`src/rtl/double_ended_queue_core_assert.svh`:
```
// ----------------------------------------------------------------------------
// Deque assertion macros
// Shared concurrent-assertion forms used by the deque RTL.
// ----------------------------------------------------------------------------
`ifndef DOUBLE_ENDED_QUEUE_CORE_ASSERT_SVH
`define DOUBLE_ENDED_QUEUE_CORE_ASSERT_SVH

// Same-cycle implication, disabled while in reset.
`define DQ_ASSERT_IMP(label, clk, rst_n, ante, cons, msg) \
    label: assert property (@(posedge clk) disable iff (!(rst_n)) \
        (ante) |-> (cons)) else $error(msg);

// Next-cycle implication, disabled while in reset.
`define DQ_ASSERT_NXT(label, clk, rst_n, ante, cons, msg) \
    label: assert property (@(posedge clk) disable iff (!(rst_n)) \
        (ante) |=> (cons)) else $error(msg);

`endif

```
`src/rtl/dq_pkg.sv`:
```
// ----------------------------------------------------------------------------
// Deque package
// Operation and status codes, controller states and port word types.
// ----------------------------------------------------------------------------
`default_nettype none

package dq_pkg;

    localparam int MODE_W      = 3;
    localparam int VALUE_W     = 32;
    localparam int POS_W       = 10;
    localparam int DATA_OUT_W  = 32;
    localparam int STATUS_W    = 2;
    localparam int COUNT_OUT_W = 11;

    typedef enum logic [MODE_W-1:0] {
        MODE_PUSH_BACK  = 3'd0,
        MODE_PUSH_FRONT = 3'd1,
        MODE_POP_BACK   = 3'd2,
        MODE_POP_FRONT  = 3'd3,
        MODE_READ_AT    = 3'd4
    } t_mode;

    typedef enum logic [STATUS_W-1:0] {
        STAT_OK        = 2'd0,
        STAT_POP_EMPTY = 2'd1,
        STAT_PUSH_FULL = 2'd2,
        STAT_BAD_POS   = 2'd3
    } t_status;

    typedef enum logic {
        ST_IDLE = 1'b0,
        ST_RESP = 1'b1
    } t_state;

    typedef struct packed {
        logic [MODE_W-1:0]  mode;
        logic [VALUE_W-1:0] push_value;
        logic [POS_W-1:0]   position;
    } t_dq_in;

    typedef struct packed {
        logic [DATA_OUT_W-1:0]  data_out;
        logic [STATUS_W-1:0]    status;
        logic [COUNT_OUT_W-1:0] count_after;
        logic                   is_empty;
    } t_dq_out;

    // Decoded operation from the pointer unit to the top-level sequencer.
    typedef struct packed {
        t_status status;
        logic    take_data;
        logic    mem_wr;
        logic    mem_rd;
    } t_dq_plan;

endpackage

`default_nettype wire

```
`src/rtl/dq_ptr.sv`:
```
// ----------------------------------------------------------------------------
// Deque pointer unit
// Holds front/back slots and the element count, decodes each operation
// into a memory access and a status, and advances the pointers on accept.
// ----------------------------------------------------------------------------
`default_nettype none

`include "double_ended_queue_core_assert.svh"

module dq_ptr #(
    parameter int DEPTH = 1024
) (
    input  wire logic                         i_clk,
    input  wire logic                         i_rst_n,
    input  wire logic                         i_fire,
    input  wire dq_pkg::t_dq_in               i_word,
    output dq_pkg::t_dq_plan                  o_plan,
    output logic      [$clog2(DEPTH)-1:0]     o_addr,
    output logic      [$clog2(DEPTH+1)-1:0]   o_count_after
);

    localparam int AW = $clog2(DEPTH);
    localparam int CW = $clog2(DEPTH + 1);
    localparam int SW = ((AW > dq_pkg::POS_W) ? AW : dq_pkg::POS_W) + 1;
    localparam int KW = (CW > dq_pkg::POS_W) ? CW : dq_pkg::POS_W;

    logic [AW-1:0] r_front, n_front;
    logic [AW-1:0] r_back,  n_back;
    logic [CW-1:0] r_count, n_count;

    logic [AW-1:0] front_next, front_prev, back_next, back_prev;
    logic [SW-1:0] pos_sum, pos_wrap;
    logic [AW-1:0] read_addr;
    logic          full, empty, pos_bad;

    always_comb begin
        front_next = (r_front == AW'(DEPTH - 1)) ? '0 : r_front + 1'b1;
        front_prev = (r_front == '0) ? AW'(DEPTH - 1) : r_front - 1'b1;
        back_next  = (r_back == AW'(DEPTH - 1)) ? '0 : r_back + 1'b1;
        back_prev  = (r_back == '0) ? AW'(DEPTH - 1) : r_back - 1'b1;

        // front + position stays below twice the depth when in range
        pos_sum   = SW'(r_front) + SW'(i_word.position);
        pos_wrap  = (pos_sum >= SW'(DEPTH)) ? pos_sum - SW'(DEPTH) : pos_sum;
        read_addr = pos_wrap[AW-1:0];

        full    = (r_count == CW'(DEPTH));
        empty   = (r_count == '0);
        pos_bad = (KW'(i_word.position) >= KW'(r_count));
    end

    always_comb begin
        n_front = r_front;
        n_back  = r_back;
        n_count = r_count;
        o_addr  = r_back;
        o_plan  = '{status: dq_pkg::STAT_OK, take_data: 1'b0,
                    mem_wr: 1'b0, mem_rd: 1'b0};
        case (dq_pkg::t_mode'(i_word.mode))
            dq_pkg::MODE_PUSH_BACK: begin
                if (full) begin
                    o_plan.status = dq_pkg::STAT_PUSH_FULL;
                end else begin
                    o_plan.mem_wr = 1'b1;
                    o_addr        = r_back;
                    n_back        = back_next;
                    n_count       = r_count + 1'b1;
                end
            end
            dq_pkg::MODE_PUSH_FRONT: begin
                if (full) begin
                    o_plan.status = dq_pkg::STAT_PUSH_FULL;
                end else begin
                    o_plan.mem_wr = 1'b1;
                    o_addr        = front_prev;
                    n_front       = front_prev;
                    n_count       = r_count + 1'b1;
                end
            end
            dq_pkg::MODE_POP_BACK: begin
                if (empty) begin
                    o_plan.status = dq_pkg::STAT_POP_EMPTY;
                end else begin
                    o_plan.mem_rd    = 1'b1;
                    o_plan.take_data = 1'b1;
                    o_addr           = back_prev;
                    n_back           = back_prev;
                    n_count          = r_count - 1'b1;
                end
            end
            dq_pkg::MODE_POP_FRONT: begin
                if (empty) begin
                    o_plan.status = dq_pkg::STAT_POP_EMPTY;
                end else begin
                    o_plan.mem_rd    = 1'b1;
                    o_plan.take_data = 1'b1;
                    o_addr           = r_front;
                    n_front          = front_next;
                    n_count          = r_count - 1'b1;
                end
            end
            dq_pkg::MODE_READ_AT: begin
                if (pos_bad) begin
                    o_plan.status = dq_pkg::STAT_BAD_POS;
                end else begin
                    o_plan.mem_rd    = 1'b1;
                    o_plan.take_data = 1'b1;
                    o_addr           = read_addr;
                end
            end
            default: begin
                // undefined modes leave everything as is
            end
        endcase
    end

    assign o_count_after = n_count;

    always_ff @(posedge i_clk) begin
        if (!i_rst_n) begin
            r_front <= '0;
            r_back  <= '0;
            r_count <= '0;
        end else if (i_fire) begin
            r_front <= n_front;
            r_back  <= n_back;
            r_count <= n_count;
        end
    end

    `DQ_ASSERT_IMP(a_ring_ends_meet, i_clk, i_rst_n, (r_count == '0) || full, r_front == r_back, "front and back slots differ while empty or full")
    `DQ_ASSERT_NXT(a_refused_holds, i_clk, i_rst_n, i_fire && (o_plan.status != dq_pkg::STAT_OK), (r_count == $past(r_count)) && (r_front == $past(r_front)) && (r_back == $past(r_back)), "refused operation changed queue state")
    `DQ_ASSERT_NXT(a_push_counts, i_clk, i_rst_n, i_fire && o_plan.mem_wr, r_count == $past(r_count) + 1'b1, "accepted push did not add one element")

endmodule

`default_nettype wire
```
`config.mk`:
```
export PLATFORM = sky130hd
export DESIGN_NAME = dq_ptr
export DESIGN_NICKNAME = d
export VERILOG_FILES = /design/src/rtl/dq_pkg.sv /design/src/rtl/dq_ptr.sv
export VERILOG_INCLUDE_DIRS = /design/src /design/src/rtl
export SDC_FILE = /design/constraint.sdc
export NUM_CORES = 1
export LEC_CHECK = 0
export BUFFER_PORTS_ARGS = -buffer_cell sky130_fd_sc_hd__buf_2
export CAP_MARGIN = 10
export CORE_ASPECT_RATIO = 0.8
export CORE_MARGIN = 3
export CORE_UTILIZATION = 45
export DETAILED_ROUTE_END_ITERATION = 12
export PLACE_DENSITY = 0.67
export SYNTH_ARGS = -nofsm -noshare
export SYNTH_HDL_FRONTEND = slang
export SYNTH_SLANG_ARGS = --single-unit
```
`constraint.sdc`:
```
create_clock -name i_clk -period 6 [get_ports i_clk]
set_clock_uncertainty 0.1 [all_clocks]
set_input_delay 0.9 -clock i_clk [delete_from_list [all_inputs] [get_ports i_clk]]
set_output_delay 0.9 -clock i_clk [all_outputs]
set_load 0.005 [all_outputs]
```
-- Word-level counts from Yosys, hierarchy flattened
Index checks and enable logic that the tools add are counted.
- flip-flop bits (word level): 31
- output and inout bits: 26
- add/sub/neg operators: 8
- $lt $le $gt $ge: 2
- eq/ne operators: 10
- multiplexer cells: 27
- reduce and logical (&&, ||, !) cells: 10
- operators by type and width (cell ; number):
    2-to-1 mux 10 bit ; 12
    one-hot mux 10 bit (2 select lines) ; 2
    one-hot mux 10 bit (4 select lines) ; 1
    subtractor 10 x 1 -> 10 bit (second input constant) ; 3
    2-to-1 mux 11 bit ; 2
    one-hot mux 11 bit (2 select lines) ; 1
    adder 10 x 1 -> 10 bit (second input constant) ; 2
    == test 10 bit (second input constant) ; 2
    logical NOT 10 bit ; 2
    adder 10 x 10 -> 11 bit ; 1
    adder 11 x 1 -> 11 bit (second input constant) ; 1
    == test 11 bit (second input constant) ; 1
    greater-or-equal comparator 10 x 11 -> 1 bit ; 1
    greater-or-equal comparator 11 bit (second input constant) ; 1
    logical NOT 11 bit ; 1
    subtractor 11 x 1 -> 11 bit (second input constant) ; 1
    == test 3 x 2 -> 1 bit (second input constant) ; 2
    inequality test 2 bit (second input constant) ; 3
    one-hot mux 2 bit (3 select lines) ; 1
    2-to-1 mux 1 bit ; 5
    2-to-1 mux 2 bit ; 2
    AND reduction 4 bit ; 1
    nonzero test 2 bit ; 2
    OR reduction 2 bit ; 2
    other kinds (5) ; 5

-- Logic depth before layout (Yosys ltp)
- depth after elaboration: 5
- depth in mapped cells: 12

-- Worst setup path after synthesis
Ideal clock, no wire load.
- kind: input -> output
- start: input port i_word[8] in the netlist's numbering
- end: output port o_addr[7]
- arrival time: 2.549 ns
- path slack: 2.451 ns
- stages: 7
- path buffers: 0
- cell sequence: ha_1 > a211o_1 > o211ai_1 > a221o_1 > o31ai_1 > o21ai_0 > or4b_1
- word-level cells in the longest chain between the ends: 5
- elaborated cells on any way between the ends: 6
- classes of those cells: add/sub: 1; order compare: 2; mux: 3
- RTL lines (item ; RTL line ; source):
    start, declared ; dq_ptr.sv:16 ; input wire dq_pkg::t_dq_in i_word,
    adder 10 x 10 -> 11 bit ; dq_ptr.sv:43 ; pos_sum = SW'(r_front) + SW'(i_word.position);
    greater-or-equal comparator 11 bit ; dq_ptr.sv:44 ; pos_wrap = (pos_sum >= SW'(DEPTH)) ? pos_sum - SW'(DEPTH) : pos_sum;
    2-to-1 mux 10 bit ; dq_ptr.sv:44 ;
    2-to-1 mux 10 bit (*) ; dq_ptr.sv:103 ; if (pos_bad) begin
    one-hot mux 10 bit (4 select lines) (*) ; dq_ptr.sv:59 ; case (dq_pkg::t_mode'(i_word.mode))
    end, declared ; dq_ptr.sv:18 ; output logic [$clog2(DEPTH)-1:0] o_addr,
Every way passes the cells marked *; elsewhere a longest branch is shown, timed or not.

-- Final worst setup path
- start: register r_count[2]
- end: output port o_addr[5]
- word-level cells in the longest chain between the ends: 3
- elaborated cells on any way between the ends: 8
- classes of those cells: order compare: 1; eq/ne: 1; mux: 5; reduce/logical: 1
- RTL lines (item ; RTL line ; source):
    start, declared ; dq_ptr.sv:29 ; logic [CW-1:0] r_count, n_count;
    start signal, assigned ; dq_ptr.sv:127 ; r_count <= n_count;
    greater-or-equal comparator 10 x 11 -> 1 bit (tied with other cells) ; dq_ptr.sv:49 ; pos_bad = (KW'(i_word.position) >= KW'(r_count));
    2-to-1 mux 10 bit, on equally long branches ; - ;
    one-hot mux 10 bit (4 select lines) (*) ; dq_ptr.sv:59 ;
Marks and branches as above.

==> results.ini <==
[detailed_routing]
wl_um = 12900
drtIter0Drc = 550
drc_errors = 0
drt-pass1-iter-count = 5
final_antenna_net_count = 0
num_vias = 4505
drt-wirelength-per-cell_um = 18.9
viasPerCell = 6.57

[placed_design]
post-dp-hpwl_um = 9490
place_congestion = 0.925
portBuffers = 41

[synth]
syn_area_um2 = 4050
ys_warn_count = 0
synth_area_leader_cell = dfxtp_1
synth_seq_cells = 31
ys_top_cells_by_area = dfxtp_1, ha_1, a21oi_1, nand2_1, o21ai_0
syn_nets = 644
postSynthCellCount = 568
async_flop_share = 0
synth_cell_type_count = 75
synth_ff_type = dfxtp_1
yosysSeqAreaShare = 0.153
synth_top_area_frac = 0.153
synth_area_per_cell_um2 = 7.12
synth_edf_count = 0

[worst_setup_path]
max_stage_delay_ns = 0.79
cp_num_buf_inv = 1
cp_max_fo = 16
startpoint_type = register
arrival_ns = 3.34
cp_slowest_cell = nand4_1
worstSetupPathType = register to output pin
cp.required_ns = 5.00
critPathTopFamily = simple AND/OR/NAND/NOR gates
worst_setup_path_end_kind = output pin
cp_cell_sequence = nor4_4 -> nand4_1 -> a21oi_1 -> a311oi_2 -> nor3_1 -> o311ai_0 -> buf_2

[timing]
hold_violations = 0
whs_ns = 0.542
fmax_ghz = 0.230
fin_crit_sh = 0.723
fin_crit_ns = 4.34
setup_viol = 0
grt_setup_unrepaired = no
worst_pin_slew_ns = 1.06
drv_slew = 0
relSlewSlack = 0.289
fin_setup_tns_ns = 0

[cts]
cts_setup_buffers = 0
root_buffer = clkbuf_16
cts_inserted_buffers = 5
cts_sinks = 31
cts.repair.resized = 0
cts_tree = built
clock_path_buffers = 2
clk_latency_ns = 0.28
ctsHoldBuffers = 0
h-tree-depth = 2
clk_pin_slew_worst_paths_ns = 0.06

[floorplanning]
die_y_um = 90.8
core_area_um2 = 8630
initial_utilization = 0.469
ios = 74
die_w_um = 112
die_area_um2 = 10200
rows = 30

[power_and_ir_drop]
seqPwrFrac = 0.275
vdd_ir_drop_max_uv = 120
internal_power_mw = 0.539
switching_share = 0.400
pwr-share-comb = 0.416
power_leakage_nw = 1.73
clkPwrFrac = 0.309
p_per_area_nw_per_um2 = 208
power.net_switching_mw = 0.360

[run]
drv_cap = 0

[min_path]
hold_path_class = register to register

[finish]
layout-drive-gt1-share = 0.131
syn2layout_area_growth_pct = 6.62
final_cell_mix = nand2_1, a21oi_1, nor2_1, buf_2, o21ai_0
diodes = 0
final_common_cell = nand2_1
nets = 649

[status]
outcome = completed

[global_route]
grt_pass1_wl_um = 21000
grt_overflow = 0
antenna_found_initial = 0
grt_max_degree = 34
grt_pass1_vias = 4001
grt_usage = 0.248

through the flow:
step	instances	power, mW	setup WS, ns	utilization	area (um2)
after floorplan	568	0.522	2.45	-	4050
after global placement	678	0.609	1.78	0.482	4160
after detailed placement	678	0.616	1.70	0.482	4160
after CTS	686	0.893	1.69	0.500	4310
after global routing	686	0.948	1.50	0.500	4310
final	686	0.899	1.66	0.500	4310
cell type report:
class	count	area [um2]
Clock buffer	8	156
Fill cell	894	4320
Inverter	31	116
Multi-Input combinational cell	461	3060
Sequential cell	31	621
Tap cell	112	140
Timing Repair Buffer	43	220
tightest hold or removal path, stage by stage, from the launching register on:
cell	delay [ns]
dfxtp_1	0.43
nand2_1	0.11
o22ai_1	0.06
power by group through the flow:
stage                     Combinational, mW  Sequential (mW)  Clock [mW]
after floorplan                       0.293            0.229           0
after global placement                0.359            0.250           0
after detailed placement              0.366            0.251           0
after CTS                             0.368            0.246       0.278
after global routing                  0.412            0.250       0.287
final                                 0.375            0.247       0.278
sequential cells by signal (all words and copies together), names as in the netlist:
name / count
r_back: 10
r_front: 10
r_count: 11
kinds of logic after synthesis:
family,Yosys count,synth area share
and+or+nand+nor,205,0.270
muxes,4,0.00990
adders and majority gates,28,0.0884
AOI/OAI and AO/OA,198,0.332
buffers and inverters,76,0.0903
DFF,31,0.153
xor gates and xnor gates,26,0.0563
cell usage after synthesis, drive strengths merged (4+ instances only):
| master | n |
|---|---|
| nand2b | 5 |
| mux2i | 4 |
| nor4 | 9 |
| a211o | 4 |
| and3 | 6 |
| dfxtp | 31 |
| or4 | 5 |
| a31oi | 12 |
| o31ai | 5 |
| nand3 | 19 |
| inv | 31 |
| nand4 | 11 |
| and2 | 9 |
| xor2 | 5 |
| xnor2 | 21 |
| clkbuf | 23 |
| ha | 27 |
| o21a | 6 |
| o22ai | 8 |
| nor3 | 14 |
| o211ai | 12 |
| a21oi | 47 |
| buf | 22 |
| a21o | 5 |
| or3 | 4 |
| nor2 | 44 |
| and4 | 4 |
| nor2b | 8 |
| a21boi | 6 |
| nand2 | 57 |
| o21ai | 45 |
| a311oi | 4 |
metal layers:
layer | global-route usage | wire [um]
met5 | 0 | 0
met4 | 0.0490 | 136
met3 | 0.0489 | 1270
met2 | 0.356 | 5450
met1 | 0.380 | 6090
worst paths after layout:
| path | startpoint | end | slack (ns) | cells after the start |
|---|---|---|---|---|
| worst max-delay path | r_count[2]$_SDFFE_PN0P_ | o_addr[5] | 1.66 | 7 |
| worst min-delay path | r_back[3]$_SDFFE_PN0P_ | r_back[3]$_SDFFE_PN0P_ | 0.54 | 2 |
| worst max register to register | r_count[2]$_SDFFE_PN0P_ | r_back[2]$_SDFFE_PN0P_ | 3.08 | 6 |
| worst min register to register | r_back[3]$_SDFFE_PN0P_ | r_back[3]$_SDFFE_PN0P_ | 0.54 | 2 |
No activity file was read; power rests on OpenSTA's default activity.
